===== src/design/planar_odometry_integrator_core_macros.svh =====
// assertion macros used by the odometry integrator control module
`ifndef PLANAR_ODOMETRY_INTEGRATOR_CORE_MACROS_SVH
`define PLANAR_ODOMETRY_INTEGRATOR_CORE_MACROS_SVH

// same-cycle implication, checked on every rising edge out of reset
`define POI_ASSERT_IMP(lbl, ante, cons, msg) \
  lbl: assert property (@(posedge clk) disable iff (rst) (ante) |-> (cons)) else $error(msg);

// next-cycle implication
`define POI_ASSERT_NXT(lbl, ante, cons, msg) \
  lbl: assert property (@(posedge clk) disable iff (rst) (ante) |=> (cons)) else $error(msg);

`endif


===== src/design/poi_pkg.sv =====
// shared constants, tables and control types of the odometry integrator
package poi_pkg;

  localparam int CORDIC_STEPS = 16;
  localparam int POS_WIDTH    = 32;

  localparam int ITER_W       = $clog2(CORDIC_STEPS);
  localparam int ATAN_ENTRIES = 24;
  localparam int ATAN_IDX_W   = $clog2(ATAN_ENTRIES);

  // rounded position step is at most 25 bits wide
  localparam int STEP_W = 25;
  localparam int SUM_W  = ((POS_WIDTH > STEP_W) ? POS_WIDTH : STEP_W) + 1;

  localparam logic signed [31:0] GAIN_Q30       = 32'sd652032874;
  localparam logic signed [31:0] TURN_SCALE_Q16 = 32'sd683565276;

  // atan(2^-i) with a full turn equal to 2^32
  localparam logic [29:0] ATAN_TURN32 [ATAN_ENTRIES] = '{
    30'd536870912, 30'd316933406, 30'd167458907, 30'd85004756, 30'd42667331,
    30'd21354465, 30'd10679838, 30'd5340245, 30'd2670163, 30'd1335087,
    30'd667544, 30'd333772, 30'd166886, 30'd83443, 30'd41722,
    30'd20861, 30'd10430, 30'd5215, 30'd2608, 30'd1304,
    30'd652, 30'd326, 30'd163, 30'd81
  };

  typedef enum logic [2:0] {
    ST_IDLE,
    ST_ROT,
    ST_MUL_X,
    ST_MUL_Y,
    ST_MUL_H,
    ST_FIN
  } poi_state_t;

  typedef enum logic [1:0] {
    MS_COS,
    MS_SIN,
    MS_TURN
  } mul_sel_t;

  typedef struct packed {
    logic     load;
    logic     rot;
    logic     mul_en;
    mul_sel_t mul_sel;
    logic     acc_x;
    logic     acc_y;
    logic     fin;
  } poi_cmd_t;

  typedef struct packed {
    logic rot_done;
  } poi_stat_t;

endpackage


===== src/design/poi_ctrl.sv =====
// sequencing state machine of the odometry integrator
`include "planar_odometry_integrator_core_macros.svh"

module poi_ctrl (
  input  logic               clk,
  input  logic               rst,
  input  logic               s_tvalid,
  output logic               s_tready,
  output logic               m_tvalid,
  input  logic               m_tready,
  input  poi_pkg::poi_stat_t stat,
  output poi_pkg::poi_cmd_t  cmd
);
  import poi_pkg::*;

  poi_state_t state, state_next;
  logic       out_free;

  assign out_free = !m_tvalid || m_tready;

  always_ff @(posedge clk) begin
    if (rst) begin
      state    <= ST_IDLE;
      m_tvalid <= 1'b0;
    end else begin
      state <= state_next;
      if (cmd.fin) begin
        m_tvalid <= 1'b1;
      end else if (m_tready) begin
        m_tvalid <= 1'b0;
      end
    end
  end

  always_comb begin
    state_next  = state;
    s_tready    = 1'b0;
    cmd         = '0;
    cmd.mul_sel = MS_COS;
    unique case (state)
      ST_IDLE: begin
        s_tready = 1'b1;
        if (s_tvalid) begin
          cmd.load   = 1'b1;
          state_next = ST_ROT;
        end
      end
      ST_ROT: begin
        cmd.rot = 1'b1;
        if (stat.rot_done) begin
          state_next = ST_MUL_X;
        end
      end
      ST_MUL_X: begin
        cmd.mul_en  = 1'b1;
        cmd.mul_sel = MS_COS;
        state_next  = ST_MUL_Y;
      end
      ST_MUL_Y: begin
        cmd.mul_en  = 1'b1;
        cmd.mul_sel = MS_SIN;
        cmd.acc_x   = 1'b1;
        state_next  = ST_MUL_H;
      end
      ST_MUL_H: begin
        cmd.mul_en  = 1'b1;
        cmd.mul_sel = MS_TURN;
        cmd.acc_y   = 1'b1;
        state_next  = ST_FIN;
      end
      ST_FIN: begin
        // heading update and result load wait for a free output register
        if (out_free) begin
          cmd.fin    = 1'b1;
          state_next = ST_IDLE;
        end
      end
      default: begin
        state_next = ST_IDLE;
      end
    endcase
  end

  `POI_ASSERT_NXT(a_accept_starts_rot, s_tvalid && s_tready, state == ST_ROT, "accepted item did not start rotation")
  `POI_ASSERT_IMP(a_mulx_after_rot, state == ST_MUL_X, $past(state == ST_ROT && stat.rot_done), "products started before rotation finished")
  `POI_ASSERT_NXT(a_fin_sets_valid, cmd.fin, m_tvalid, "finished item not presented")
  `POI_ASSERT_IMP(a_fin_holds_stalled, state == ST_FIN && m_tvalid && !m_tready, !cmd.fin, "pose update ran over a stalled result")

endmodule


===== config.mk =====
export PLATFORM = sky130hd
export DESIGN_NAME = poi_ctrl
export DESIGN_NICKNAME = d
export VERILOG_FILES = /design/src/design/poi_pkg.sv /design/src/design/poi_ctrl.sv
export VERILOG_INCLUDE_DIRS = /design/src /design/src/design
export SDC_FILE = /design/constraint.sdc
export NUM_CORES = 1
export LEC_CHECK = 0
export BUFFER_PORTS_ARGS = -buffer_cell sky130_fd_sc_hd__buf_2
export CORE_AREA = 2 2 39 41
export CTS_CLUSTER_DIAMETER = 200
export DETAILED_ROUTE_END_ITERATION = 10
export DIE_AREA = 0 0 41 43
export GPL_ROUTABILITY_DRIVEN = 1
export PLACE_DENSITY = 0.43
export SLEW_MARGIN = 10
export SYNTH_ARGS = -nofsm -noshare
export SYNTH_HDL_FRONTEND = slang
export SYNTH_SLANG_ARGS = --single-unit

===== constraint.sdc =====
create_clock -name clk -period 2.09 [get_ports clk]
set_input_delay 0.418 -clock clk [delete_from_list [all_inputs] [get_ports clk]]
set_output_delay 0.418 -clock clk [all_outputs]
set_load 0.01 [all_outputs]

---- Yosys cells after proc, flatten, opt, wreduce, memory -nomap -nowiden ----
Cells that the tools add are included.
storage, ports and cells
  bits in registers ....................... 4
  input bits .............................. 5
  output and inout bits ................... 10
  logic and storage cells ................. 30
operators by class
  equality and inequality tests ........... 8
  muxes and demuxes ....................... 15
  reductions and logical operators ........ 5
operator list
  kind                                            count
  one-hot mux 3 bit (6 select lines)              1
  two-way mux 1 bit                               10
  two-way mux 3 bit                               3
  one-hot mux 3 bit (3 select lines)              1
  == test 3 x 2 -> 1 bit (second input constant)  2
  == test 3 bit (second input constant)           2
  inequality test 2 bit (second input constant)   3
  == test 3 x 1 -> 1 bit (second input constant)  1
  logical NOT 3 bit                               1
  AND reduction 3 bit                             1
  nonzero test 2 bit                              1
  logical NOT 1 bit                               1
  logical OR 1 bit                                1

---- Longest topological paths before layout ----
  depth after elaboration ................. 5
  depth in mapped cells ................... 4
  gate-level depth less buffers ........... 3

---- Worst setup path after synthesis ----
OpenSTA, ideal clock, no wires.
  kind .................................... register to output
  start ................................... reg state[0]
  end ..................................... out cmd[7] (netlist name)
  arrival ................................. 903 ps
  required time ........................... 1672 ps
  setup slack ............................. 769 ps
  cell stages (with the launch flop) ...... 4
  path buffers ............................ 1
  path through ............................ dfxtp_1 > buf_6 > nor3_2 > and2_1
RTL lines
  what                    line            text
  from (decl)             poi_ctrl.sv:16  poi_state_t state, state_next;
  from (signal assigned)  poi_ctrl.sv:26  state <= state_next;
  to (decl)               poi_ctrl.sv:12  output poi_pkg::poi_cmd_t cmd

==> metrics.txt <==
die area=1760 um2; Mapped Nets=38; final hold slack=0.400 ns; Worst path depth=3; Worst setup SP type=flop; final hold viol count=0; Synth Register Bits=4; # DRC=0; WP data required=1.67 ns; P&R area growth vs syn=27.6%; DP Worst Slack=0.653 ns; Clock Sinks=4; Setup TNS Final=0 ns; total number of vias=255; CTS root buf=clkbuf_4; crit path DAT=1.27 ns; register area share after synthesis=28.1%; initial antenna violation count=0; max_slew headroom=71.3%; minimum clock period=1.68 ns; peak supply drop=220 uV; TritonRoute pass-1 iters=1; Ys Warns=0; clock skew=0.00673 ns; initial core utilization=20.6%; # nets final=53; Resized cells post-CTS=0; WP buf/inv=1; crit path max-delay cell type=dfxtp_1; final setup fails=0; global placement routability congestion=0.638; Cell Rows=14; Clock Latency Late Sink=0.23 ns; Peak Freq=594 MHz; Synth cell types=20; CP Class=flop to primary output; Mapped Cells=33; Hold Buf Count CTS=0; die height=43 um; largest net degree at the start of global routing=15; cell chain of the critical path=and2b_1 > and3_1 > buf_2; postcts setup bufs=0; WHS Path Cells=2; commonest cells after routing, fill and taps aside=14 x buf_2, 4 x dfxtp_1, 3 x nor2_1, 3 x nand2_1, 3 x clkbuf_4; n_diodes=0; DRT antenna net count=0; Via density=4.11; Clk pin slew, worst setup/hold paths=0.04 ns; fin crit share=80.5%; # H-tree levels=1; GRT Overall Usage=7.04%; initial DRC count=0; worst min path class=input pin to flop; GRT overflow=0; Port Buffers=14; CP Max Fanout=11; power density over the cells=649 nW/um2; max-cap violations=0; Crit path largest cell delay=0.57 ns; Crit Reg-Reg Endpoint=state[0]$_SDFFE_PP0P_; Core ar.=1380 um2; R2R depth=3; status=complete, no violations; Final Max Slew Viols=0; CTS tree=done; Core Util, Final=26.3%; vias in the first global route=212; RSZ-0062 raised after global routing=false; total CTS buffers=3; Setup crit start=state[2]$_SDFFE_PP0P_; reg2reg start=state[2]$_SDFFE_PP0P_; first-pass GRT wire length=800 um; LEAKAGE=0.191 nW; crit-path leading delay family=flip-flops; syn avg cell area=8.64 um2; reg-to-reg slack, setup=0.85 ns; fraction of layout cells with a size suffix above 1=45.7%; cell area after synthesis=285 um2; DRT Wirelength=568 um; crit path to=cmd[0]; final worst slack=0.407 ns; Worst Tran Pin Value=0.430 ns; FILL cells=150; # IOs=15; leading cell type in the layout, fill and taps excluded=buf_2; maximum clock path buffer count=2; Routed wire per std cell=9.16 um; die width=41 um; endpoint type of the worst setup path=primary output; Total Power=236 uW
-- layout make-up --
| type | instances | area (um2) | share of cell area (%) |
|---|---|---|---|
| sequential | 4 | 80.1 | 22.0 |
| multi-input combinational | 25 | 171 | 47.1 |
| clock buffer | 3 | 22.5 | 6.19 |
| timing repair buffer | 14 | 70.1 | 19.2 |
| tap | 16 | 20.0 | 5.50 |
-- per-layer routing --
metal / share of wire [%] / global-route usage [%] / vias up
met4: 0 / 8.00 / 0
met1: 48 / 9.03 / 109
met3: 6.9 / 1.57 / 0
met2: 45 / 8.44 / 7
li1: - / - / 139
met5: 0 / 0 / -
-- cells by family after synthesis --
logic type	after synthesis	synth area share [%]
compound gates	5	11.0
mux	1	5.26
buf+inv	4	11.8
flops	4	28.1
simple gates	19	43.9
-- cells in the mapped netlist --
| cell type | n | area [um2] |
|---|---|---|
| nor3_2 | 2 | 20.0 |
| nor4_1 | 1 | 6.26 |
| mux2_4 | 1 | 15.0 |
| and2_1 | 1 | 6.26 |
| buf_6 | 1 | 11.3 |
| nor3b_1 | 1 | 7.51 |
| nor4bb_1 | 1 | 10.0 |
| a21oi_1 | 2 | 10.0 |
| nand2b_1 | 2 | 12.5 |
| o21ai_0 | 1 | 5.00 |
| and3_1 | 1 | 6.26 |
| buf_4 | 3 | 22.5 |
| dfxtp_1 | 4 | 80.1 |
| nand3_1 | 1 | 5.00 |
| nor2_1 | 3 | 11.3 |
| nand2_1 | 3 | 11.3 |
| nand2b_4 | 1 | 13.8 |
| o22ai_1 | 1 | 6.26 |
| o21ba_1 | 1 | 10.0 |
| and2b_1 | 2 | 15.0 |
-- state kept, by name, summed over array words and instances, names as in the netlist --
name,count
state,3
m_tvalid,1
-- where the power goes --
| part | internal, mW | switching, mW |
|---|---|---|
| logic | 0.0278 | 0.0199 |
| clock network | 0.0641 | 0.0299 |
| registers | 0.0813 | 0.0135 |
-- stage by stage --
step	cells	cell area, um2
2_1_floorplan	33	285
3_3_place_gp	59	342
3_5_place_dp	59	342
4_1_cts	62	364
5_1_grt	62	364
6_report	62	364
-- how the worst min path moves through the flow --
stage	from	endpoint	slack, ns
floorplan	rst	m_tvalid$_SDFFE_PP0P_	0.49
global placement	m_tvalid$_SDFFE_PP0P_	m_tvalid$_SDFFE_PP0P_	0.58
detailed placement	m_tvalid$_SDFFE_PP0P_	m_tvalid$_SDFFE_PP0P_	0.56
CTS	rst	m_tvalid$_SDFFE_PP0P_	0.39
global route	rst	state[1]$_SDFFE_PP0P_	0.41
finish	rst	m_tvalid$_SDFFE_PP0P_	0.40
-- worst register-to-register path, stage by stage (launching register included) --
cell	delay, ns
dfxtp_1	0.57
and2b_1	0.23
o22ai_1	0.10
nor4bb_1	0.23
(Power assumes the default switching activity.)
